## src/hdl/b64d_pkg.sv

```systemverilog
// Shared types, codes and character classification for the base64 stream decoder.
// No dependencies; every other file of the block imports this package.
package b64d_pkg;

  typedef struct packed {
    logic [7:0] text_char;
    logic       end_of_text;
  } in_item_t;

  typedef struct packed {
    logic [7:0] out_byte;
    logic       is_status;
    logic [1:0] status;
    logic       last_of_run;
  } out_item_t;

  typedef enum logic [1:0] {
    CLS_DATA = 2'd0,
    CLS_PAD  = 2'd1,
    CLS_BAD  = 2'd2
  } cls_t;

  typedef enum logic [1:0] {
    ST_OK       = 2'd0,
    ST_BAD_CHAR = 2'd1,
    ST_BAD_PAD  = 2'd2,
    ST_BAD_LEN  = 2'd3
  } status_t;

  typedef struct packed {
    cls_t       cls;
    logic [5:0] val;
  } sym_t;

  // Work for the back end: the results caused by one accepted item
  typedef struct packed {
    logic [23:0] word;
    logic [1:0]  n_bytes;
    logic        has_status;
    status_t     status;
  } job_t;

  localparam logic [7:0] CharPad = 8'h3d;

  function automatic logic is_blank(input logic [7:0] c);
    return (c == 8'h20) || (c == 8'h09) || (c == 8'h0a) || (c == 8'h0d) ||
           (c == 8'h0c) || (c == 8'h0b);
  endfunction

  function automatic sym_t classify(input logic [7:0] c);
    sym_t s;
    s.cls = CLS_BAD;
    s.val = 6'd0;
    priority if (c >= 8'h41 && c <= 8'h5a) begin
      s.cls = CLS_DATA;
      s.val = 6'(c - 8'd65);
    end else if (c >= 8'h61 && c <= 8'h7a) begin
      s.cls = CLS_DATA;
      s.val = 6'(c - 8'd71);
    end else if (c >= 8'h30 && c <= 8'h39) begin
      s.cls = CLS_DATA;
      s.val = 6'(c + 8'd4);
    end else if (c == 8'h2b) begin
      s.cls = CLS_DATA;
      s.val = 6'd62;
    end else if (c == 8'h2f) begin
      s.cls = CLS_DATA;
      s.val = 6'd63;
    end else if (c == CharPad) begin
      s.cls = CLS_PAD;
    end else begin
      s.cls = CLS_BAD;
    end
    return s;
  endfunction

endpackage

```

## src/hdl/b64d_front.sv

```systemverilog
// Front end: accepts characters, collects groups of four, checks them and
// pushes one job per item that causes results. Uses b64d_pkg.
module b64d_front (
  input  logic               clk,
  input  logic               rst_n,
  input  logic               in_valid,
  output logic               in_ready,
  input  b64d_pkg::in_item_t in_data,
  input  logic               q_full,
  output logic               q_push,
  output b64d_pkg::job_t     q_job
);
  import b64d_pkg::*;

  logic [5:0] sext_r [3];
  cls_t       cls_r  [3];
  logic [1:0] gpos_r;
  status_t    sticky_r;

  logic [5:0] sext_nxt [3];
  cls_t       cls_nxt  [3];
  logic [1:0] gpos_nxt;
  status_t    sticky_nxt;

  sym_t    sym;
  status_t err;
  logic    accept;
  job_t    job;

  assign in_ready = !q_full;
  assign accept   = in_valid && in_ready;
  assign sym      = classify(in_data.text_char);

  always_comb begin
    sext_nxt   = sext_r;
    cls_nxt    = cls_r;
    gpos_nxt   = gpos_r;
    sticky_nxt = sticky_r;
    err        = ST_OK;
    job.word       = {sext_r[0], sext_r[1], sext_r[2], sym.val};
    job.n_bytes    = 2'd0;
    job.has_status = 1'b0;
    job.status     = ST_OK;
    if (!is_blank(in_data.text_char)) begin
      if (gpos_r != 2'd3) begin
        sext_nxt[gpos_r] = sym.val;
        cls_nxt[gpos_r]  = sym.cls;
        gpos_nxt         = gpos_r + 2'd1;
      end else begin
        gpos_nxt = 2'd0;
        priority if (cls_r[0] != CLS_DATA || cls_r[1] != CLS_DATA) begin
          err = ST_BAD_CHAR;
        end else if (cls_r[2] == CLS_PAD && sym.cls != CLS_PAD) begin
          err = ST_BAD_PAD;
        end else if (cls_r[2] == CLS_BAD || sym.cls == CLS_BAD) begin
          err = ST_BAD_CHAR;
        end else begin
          err = ST_OK;
        end
        if (sticky_r == ST_OK) begin
          if (err != ST_OK) begin
            sticky_nxt = err;
          end else if (cls_r[2] == CLS_PAD) begin
            job.n_bytes = 2'd1;
          end else if (sym.cls == CLS_PAD) begin
            job.n_bytes = 2'd2;
          end else begin
            job.n_bytes = 2'd3;
          end
        end
      end
    end
    if (in_data.end_of_text) begin
      job.has_status = 1'b1;
      job.status     = (gpos_nxt != 2'd0) ? ST_BAD_LEN : sticky_nxt;
      // start a fresh text after the end mark
      for (int i = 0; i < 3; i++) begin
        sext_nxt[i] = 6'd0;
        cls_nxt[i]  = CLS_DATA;
      end
      gpos_nxt   = 2'd0;
      sticky_nxt = ST_OK;
    end
  end

  assign q_push = accept && (job.has_status || job.n_bytes != 2'd0);
  assign q_job  = job;

  always_ff @(posedge clk) begin
    if (!rst_n) begin
      for (int i = 0; i < 3; i++) begin
        sext_r[i] <= 6'd0;
        cls_r[i]  <= CLS_DATA;
      end
      gpos_r   <= 2'd0;
      sticky_r <= ST_OK;
    end else if (accept) begin
      sext_r   <= sext_nxt;
      cls_r    <= cls_nxt;
      gpos_r   <= gpos_nxt;
      sticky_r <= sticky_nxt;
    end
  end

endmodule

```

## src/hdl/b64d_job_fifo.sv

```systemverilog
// Short job queue between front and back ends of the decoder.
// Uses b64d_pkg for the job type.
module b64d_job_fifo #(
  parameter int DEPTH = 4
) (
  input  logic           clk,
  input  logic           rst_n,
  input  logic           push,
  input  b64d_pkg::job_t push_job,
  output logic           full,
  input  logic           pop,
  output logic           head_valid,
  output b64d_pkg::job_t head_job
);
  import b64d_pkg::*;

  localparam int PtrW = (DEPTH > 1) ? $clog2(DEPTH) : 1;
  localparam int CntW = $clog2(DEPTH + 1);
  localparam logic [PtrW-1:0] LastPtr = PtrW'(DEPTH - 1);
  localparam logic [CntW-1:0] FullCnt = CntW'(DEPTH);

  job_t            slot_r [DEPTH];
  logic [PtrW-1:0] wr_r, rd_r;
  logic [CntW-1:0] cnt_r;
  logic            do_push, do_pop;

  assign full       = (cnt_r == FullCnt);
  assign head_valid = (cnt_r != '0);
  assign head_job   = slot_r[rd_r];
  assign do_push    = push && !full;
  assign do_pop     = pop && head_valid;

  always_ff @(posedge clk) begin
    if (do_push) begin
      slot_r[wr_r] <= push_job;
    end
  end

  always_ff @(posedge clk) begin
    if (!rst_n) begin
      wr_r  <= '0;
      rd_r  <= '0;
      cnt_r <= '0;
    end else begin
      if (do_push) begin
        wr_r <= (wr_r == LastPtr) ? '0 : wr_r + PtrW'(1);
      end
      if (do_pop) begin
        rd_r <= (rd_r == LastPtr) ? '0 : rd_r + PtrW'(1);
      end
      unique case ({do_push, do_pop})
        2'b10:   cnt_r <= cnt_r + CntW'(1);
        2'b01:   cnt_r <= cnt_r - CntW'(1);
        default: cnt_r <= cnt_r;
      endcase
    end
  end

endmodule

```

## src/hdl/b64d_back.sv

```systemverilog
// Back end: walks each queued job and delivers its results one item a cycle
// while out_ready allows, through a registered output stage. Uses b64d_pkg.
module b64d_back (
  input  logic                clk,
  input  logic                rst_n,
  input  logic                head_valid,
  input  b64d_pkg::job_t      head_job,
  output logic                pop,
  output logic                out_valid,
  input  logic                out_ready,
  output b64d_pkg::out_item_t out_data
);
  import b64d_pkg::*;

  logic [1:0] idx_r, idx_nxt;
  logic       out_valid_r;
  out_item_t  out_data_r, item;
  logic [2:0] total;
  logic       last, load;

  assign total = {1'b0, head_job.n_bytes} + {2'b00, head_job.has_status};
  assign last  = ({1'b0, idx_r} + 3'd1 == total);
  assign load  = head_valid && (!out_valid_r || out_ready);
  assign pop   = load && last;
  assign idx_nxt = last ? 2'd0 : idx_r + 2'd1;

  always_comb begin
    item.last_of_run = last;
    if (idx_r < head_job.n_bytes) begin
      item.is_status = 1'b0;
      item.status    = ST_OK;
      unique case (idx_r)
        2'd0:    item.out_byte = head_job.word[23:16];
        2'd1:    item.out_byte = head_job.word[15:8];
        default: item.out_byte = head_job.word[7:0];
      endcase
    end else begin
      item.out_byte  = 8'd0;
      item.is_status = 1'b1;
      item.status    = head_job.status;
    end
  end

  always_ff @(posedge clk) begin
    if (!rst_n) begin
      idx_r       <= 2'd0;
      out_valid_r <= 1'b0;
    end else if (load) begin
      idx_r       <= idx_nxt;
      out_valid_r <= 1'b1;
    end else if (out_ready) begin
      out_valid_r <= 1'b0;
    end
  end

  always_ff @(posedge clk) begin
    if (load) begin
      out_data_r <= item;
    end
  end

  assign out_valid = out_valid_r;
  assign out_data  = out_data_r;

endmodule

```

## src/hdl/base64_stream_decoder.sv

```systemverilog
// Base64 stream decoder: one text character per input item, one decoded byte
// or the final status per result item.
//
// Input channel (in_valid/in_ready/in_data): a character and an end mark.
// Whitespace is skipped; other characters form groups of four. A good group
// yields one to three data bytes, stopped after the first error.
// The item with the end mark also yields a status item (ok, invalid
// character, invalid padding, invalid length) and starts a fresh text.
// Discard the bytes of a text whose status is not ok.
// Result channel (out_valid/out_ready/out_data): last_of_run marks the last
// result caused by one input item.
//
// Throughput: one character per cycle while the job queue (QUEUE_DEPTH
// entries) has room. The result stage delivers one result per cycle while
// out_ready is high, so an item that completes a group and carries the end
// mark holds it for four results. Results pass the job queue, then the
// result register. While out_ready is low the result register holds and the
// queue fills; in_ready drops when the queue is full.
// Reset clears the group state, empties the queue and drops out_valid.
module base64_stream_decoder #(
  parameter int QUEUE_DEPTH = 4
) (
  input  logic                clk,
  input  logic                rst_n,
  input  logic                in_valid,
  output logic                in_ready,
  input  b64d_pkg::in_item_t  in_data,
  output logic                out_valid,
  input  logic                out_ready,
  output b64d_pkg::out_item_t out_data
);
  import b64d_pkg::*;

  logic q_full, q_push, q_pop, q_head_valid;
  job_t q_job, q_head;

  b64d_front u_front (
    .clk      (clk),
    .rst_n    (rst_n),
    .in_valid (in_valid),
    .in_ready (in_ready),
    .in_data  (in_data),
    .q_full   (q_full),
    .q_push   (q_push),
    .q_job    (q_job)
  );

  b64d_job_fifo #(
    .DEPTH (QUEUE_DEPTH)
  ) u_fifo (
    .clk        (clk),
    .rst_n      (rst_n),
    .push       (q_push),
    .push_job   (q_job),
    .full       (q_full),
    .pop        (q_pop),
    .head_valid (q_head_valid),
    .head_job   (q_head)
  );

  b64d_back u_back (
    .clk        (clk),
    .rst_n      (rst_n),
    .head_valid (q_head_valid),
    .head_job   (q_head),
    .pop        (q_pop),
    .out_valid  (out_valid),
    .out_ready  (out_ready),
    .out_data   (out_data)
  );

endmodule

```

## config.mk

```make
export PLATFORM = sky130hd
export DESIGN_NAME = base64_stream_decoder
export DESIGN_NICKNAME = d
export VERILOG_FILES = /design/src/hdl/b64d_pkg.sv /design/src/hdl/b64d_front.sv /design/src/hdl/b64d_job_fifo.sv /design/src/hdl/b64d_back.sv /design/src/hdl/base64_stream_decoder.sv
export SDC_FILE = /design/constraint.sdc
export NUM_CORES = 1
export LEC_CHECK = 0
export ABC_AREA = 1
export CORE_ASPECT_RATIO = 0.6
export CORE_MARGIN = 8
export CORE_UTILIZATION = 40
export DETAILED_ROUTE_END_ITERATION = 10
export DONT_BUFFER_PORTS = 1
export GPL_TIMING_DRIVEN = 0
export PLACE_DENSITY_LB_ADDON = 0.08
export SKIP_LAST_GASP = 1
export SLEW_MARGIN = 5
export SYNTH_ARGS = -nofsm -noshare
export SYNTH_HDL_FRONTEND = slang
export SYNTH_HIERARCHICAL = 1
export SYNTH_SLANG_ARGS = --single-unit
```

## constraint.sdc

```tcl
create_clock -name clk -period 6.3 [get_ports clk]
set_clock_uncertainty 0.1 [all_clocks]
set_input_delay 0.315 -clock clk [delete_from_list [all_inputs] [get_ports clk]]
set_output_delay 0.315 -clock clk [all_outputs]
set_load 0.02 [all_outputs]
```

==> impl_metrics.json <==
{
  "initial_core_util_pct": 40.4,
  "critPathRequiredTime_ns": 6.57,
  "seqPwrFrac_pct": 45.8,
  "vias_per_cell": 5.07,
  "p_switching_w": 0.000981,
  "nNetsFinal": 834,
  "grt_pass1_wl_um": 30500,
  "yosysUniqueCellTypes": 39,
  "drtPass1Iterations": 5,
  "clk_path_buf_depth": 2,
  "top_usage_layer": "met1",
  "crit_fanout": 10,
  "placed_cells_incl_taps": 1045,
  "final_common_cell": "nand2_1",
  "hp-class": "input pin to flip-flop",
  "place_ws_ns": 2.66,
  "internal-power_w": 0.00203,
  "syn-cell-area_um2": 8010,
  "gp_congestion": 0.851,
  "root_buffer": "clkbuf_16",
  "routedWlPerCell_um": 18.4,
  "synth_nets": 808,
  "p_per_area_nw_per_um2": 332,
  "grt_util_met2_pct": 22.9,
  "maxSlewViolCount": 0,
  "met1_usage_pct": 24.5,
  "fp.dieArea_um2": 25000,
  "core.rowCount": 40,
  "synthCells": 768,
  "cts_tree": "yes",
  "clkTransAtPathRegs_ns": 0.07,
  "diodes": 0,
  "setup_tns_ns": 0,
  "drc_errors": 0,
  "fin_ws_ns": 2.65,
  "max_cap_viol_count": 0,
  "wirelength_um": 19900,
  "grt_pass1_vias": 5295,
  "critPathArrivalTime_ns": 3.92,
  "final_cell_mix": "nand2_1 (153), edfxtp_1 (128), nor2_1 (74), o21ai_0 (71), inv_1 (57)",
  "ys_seq_area_share_pct": 58.0,
  "antenna_found_initial": 0,
  "ys_seq_elements": 168,
  "htree_num_levels": 4,
  "hold_violations": 0,
  "avgSynthCellArea_um2": 10.4,
  "grt_use_met3_pct": 4.05,
  "peakVddDrop_mv": 0.202,
  "cts_setup_buffers": 0,
  "cp-end-kind": "flip-flop",
  "worst_slew_margin_rel_pct": 62.8,
  "clock_sinks": 168,
  "postRouteAntennaNets": 0,
  "layout_min_cycle_time_ns": 3.65,
  "setup_viol": 0,
  "crit_type": "flip-flop to flip-flop",
  "ios": 27,
  "grt_overflow": 0,
  "hpwlAfterDp_um": 13700,
  "syn_to_final_growth_pct": 13.1,
  "portBuffers": 0,
  "status": "finished clean",
  "sw_frac_of_total_pct": 32.6,
  "power_frac_clock_pct": 33.5,
  "power_frac_comb_pct": 20.7,
  "drive_gt1_share_pct": 17.6,
  "ys_warn_count": 6,
  "rsz0062_at_grt": "no",
  "grt_use_total_pct": 16.3,
  "fin_crit_sh_pct": 58.0,
  "clk_latency_ns": 0.43,
  "cp-start-kind": "flip-flop",
  "final_cells": 1080,
  "power_leakage_nw": 3.45,
  "vias": 5477,
  "grt_max_degree": 25,
  "cts_buffers": 17,
  "fmaxAchievable_mhz": 274,
  "drtIter0Drc": 500,
  "dieHeight_um": 126,
  "coreArea_um2": 19800,
  "die_x_um": 199,
  "worstMarginPinSlew_ns": 0.557
}
[metrics by stage]
step	area, um^2	hold slack [ns]	power, W	util [%]
2_1_floorplan	8010	0.335	0.00183	-
3_3_place_gp	8350	0.345	0.00201	42.1
3_5_place_dp	8460	0.351	0.00203	42.7
4_1_cts	9060	0.0488	0.00303	45.7
5_1_grt	9060	0.0763	0.00315	45.7
6_report	9060	0.0627	0.00301	45.7
[layout make-up]
type	count	area (um^2)
Inverter	67	256
Clock buffer	18	439
Buffer	26	184
Multi-Input combinational cell	507	2950
Tap cell	273	342
Sequential cell	168	4640
Clock inverter	14	128
Timing Repair Buffer	7	110
Fill cell	1886	10800
[worst max-delay path: stages, from the launching register on]
cell and delay (ns):
dfxtp_1 0.38, clkbuf_1 0.44, o21ai_0 0.21, o22ai_2 0.29, ha_1 0.19, ha_1 0.24, nand2_1 0.07, nand2_1 0.05
nor2_1 0.13, nand3_1 0.16, inv_1 0.15, nand2_1 0.10, inv_1 0.09, ha_1 0.17, inv_1 0.07, fa_1 0.38
nand2_1 0.11, nand3_1 0.08, nand2_1 0.06, inv_1 0.04, nor2_1 0.08
[cell families (layout without fill, tap and decap cells)]
| logic type | Yosys count | count (layout) | share of synthesized area, % |
|---|---|---|---|
| AOI/OAI and AO/OA | 152 | 152 | 12.1 |
| adders and majority gates | 27 | 27 | 4.31 |
| DFF | 168 | 168 | 58.0 |
| and+or+nand+nor | 319 | 319 | 19.1 |
| buffers and inverters | 93 | 132 | 5.50 |
| xor gates and xnor gates | 9 | 9 | 0.984 |
[worst paths after layout]
path	startpoint	end	slack (ns)	cells after the start
max	flip-flop	u_fifo/cnt_r[2]	2.65	20
min	rst_n	u_front/q_job[11]	0.06	2
max reg2reg	flip-flop	u_fifo/cnt_r[2]	2.65	20
min reg2reg	u_front/cls_r[2]	u_front/cls_r[2]	0.38	2
[synthesized netlist by cell type]
cell	number	area share, %
or2_2	1	0.078
o22ai_1	11	0.86
and2_1	1	0.078
a21boi_0	1	0.094
nand3_1	28	1.7
nand3_2	1	0.12
nand2_1	153	7.2
nand2_4	4	0.56
a21oi_4	2	0.41
nor2_1	78	3.7
clkbuf_1	5	0.23
o21ai_0	71	4.4
nor2_2	10	0.78
nand2_2	8	0.62
a31oi_1	7	0.55
xnor2_1	2	0.22
nor3_1	2	0.12
a211oi_1	1	0.094
buf_6	4	0.56
a21oi_1	36	2.2
dfxtp_1	40	10
a31oi_2	1	0.16
inv_4	2	0.16
buf_4	2	0.19
nand3b_1	2	0.19
o21ai_1	2	0.12
xor2_1	7	0.77
ha_1	26	4.1
clkbuf_2	1	0.062
inv_1	57	2.7
edfxtp_1	128	48
buf_12	2	0.50
fa_1	1	0.25
o22ai_2	20	3.1
nor2_4	25	3.5
inv_2	7	0.33
nand4_1	6	0.47
clkinv_1	1	0.047
buf_2	12	0.75
[power by group through the flow]
stage / sequential, W / combinational (W) / clock [W]
5_1_grt: 0.00139 / 0.000695 / 0.00107
6_report: 0.00138 / 0.000622 / 0.00101
2_1_floorplan: 0.00139 / 0.000440 / 0
4_1_cts: 0.00138 / 0.000627 / 0.00102
3_5_place_dp: 0.00140 / 0.000623 / 0
3_3_place_gp: 0.00140 / 0.000609 / 0
[routing by layer]
layer,wire length [um],share of wire [%]
met4,153,0.77
met1,10400,52
met3,1090,5.5
met5,0,0
met2,8300,42
[sequential cells by signal (all words and copies together) (netlist names), named ones only]
signal / count
u_back/idx_r: 2
u_back/out_data: 12
u_back/out_valid: 1
u_fifo/cnt_r: 3
u_fifo/rd_r: 2
u_fifo/slot_r: 116
u_fifo/wr_r: 2
u_front/cls_r: 6
u_front/gpos_r: 2
u_front/q_job: 18
u_front/sticky_r: 2
[what timing repair did]
| item | in CTS | in global routing |
|---|---|---|
| hold endpoints to repair | 17 | 0 |
| endpoints found under the setup margin | 0 | 0 |
| gates resized for setup | 0 | 0 |
| hold buffers | 3 | 0 |
Power figures use the tool's default switching activity.
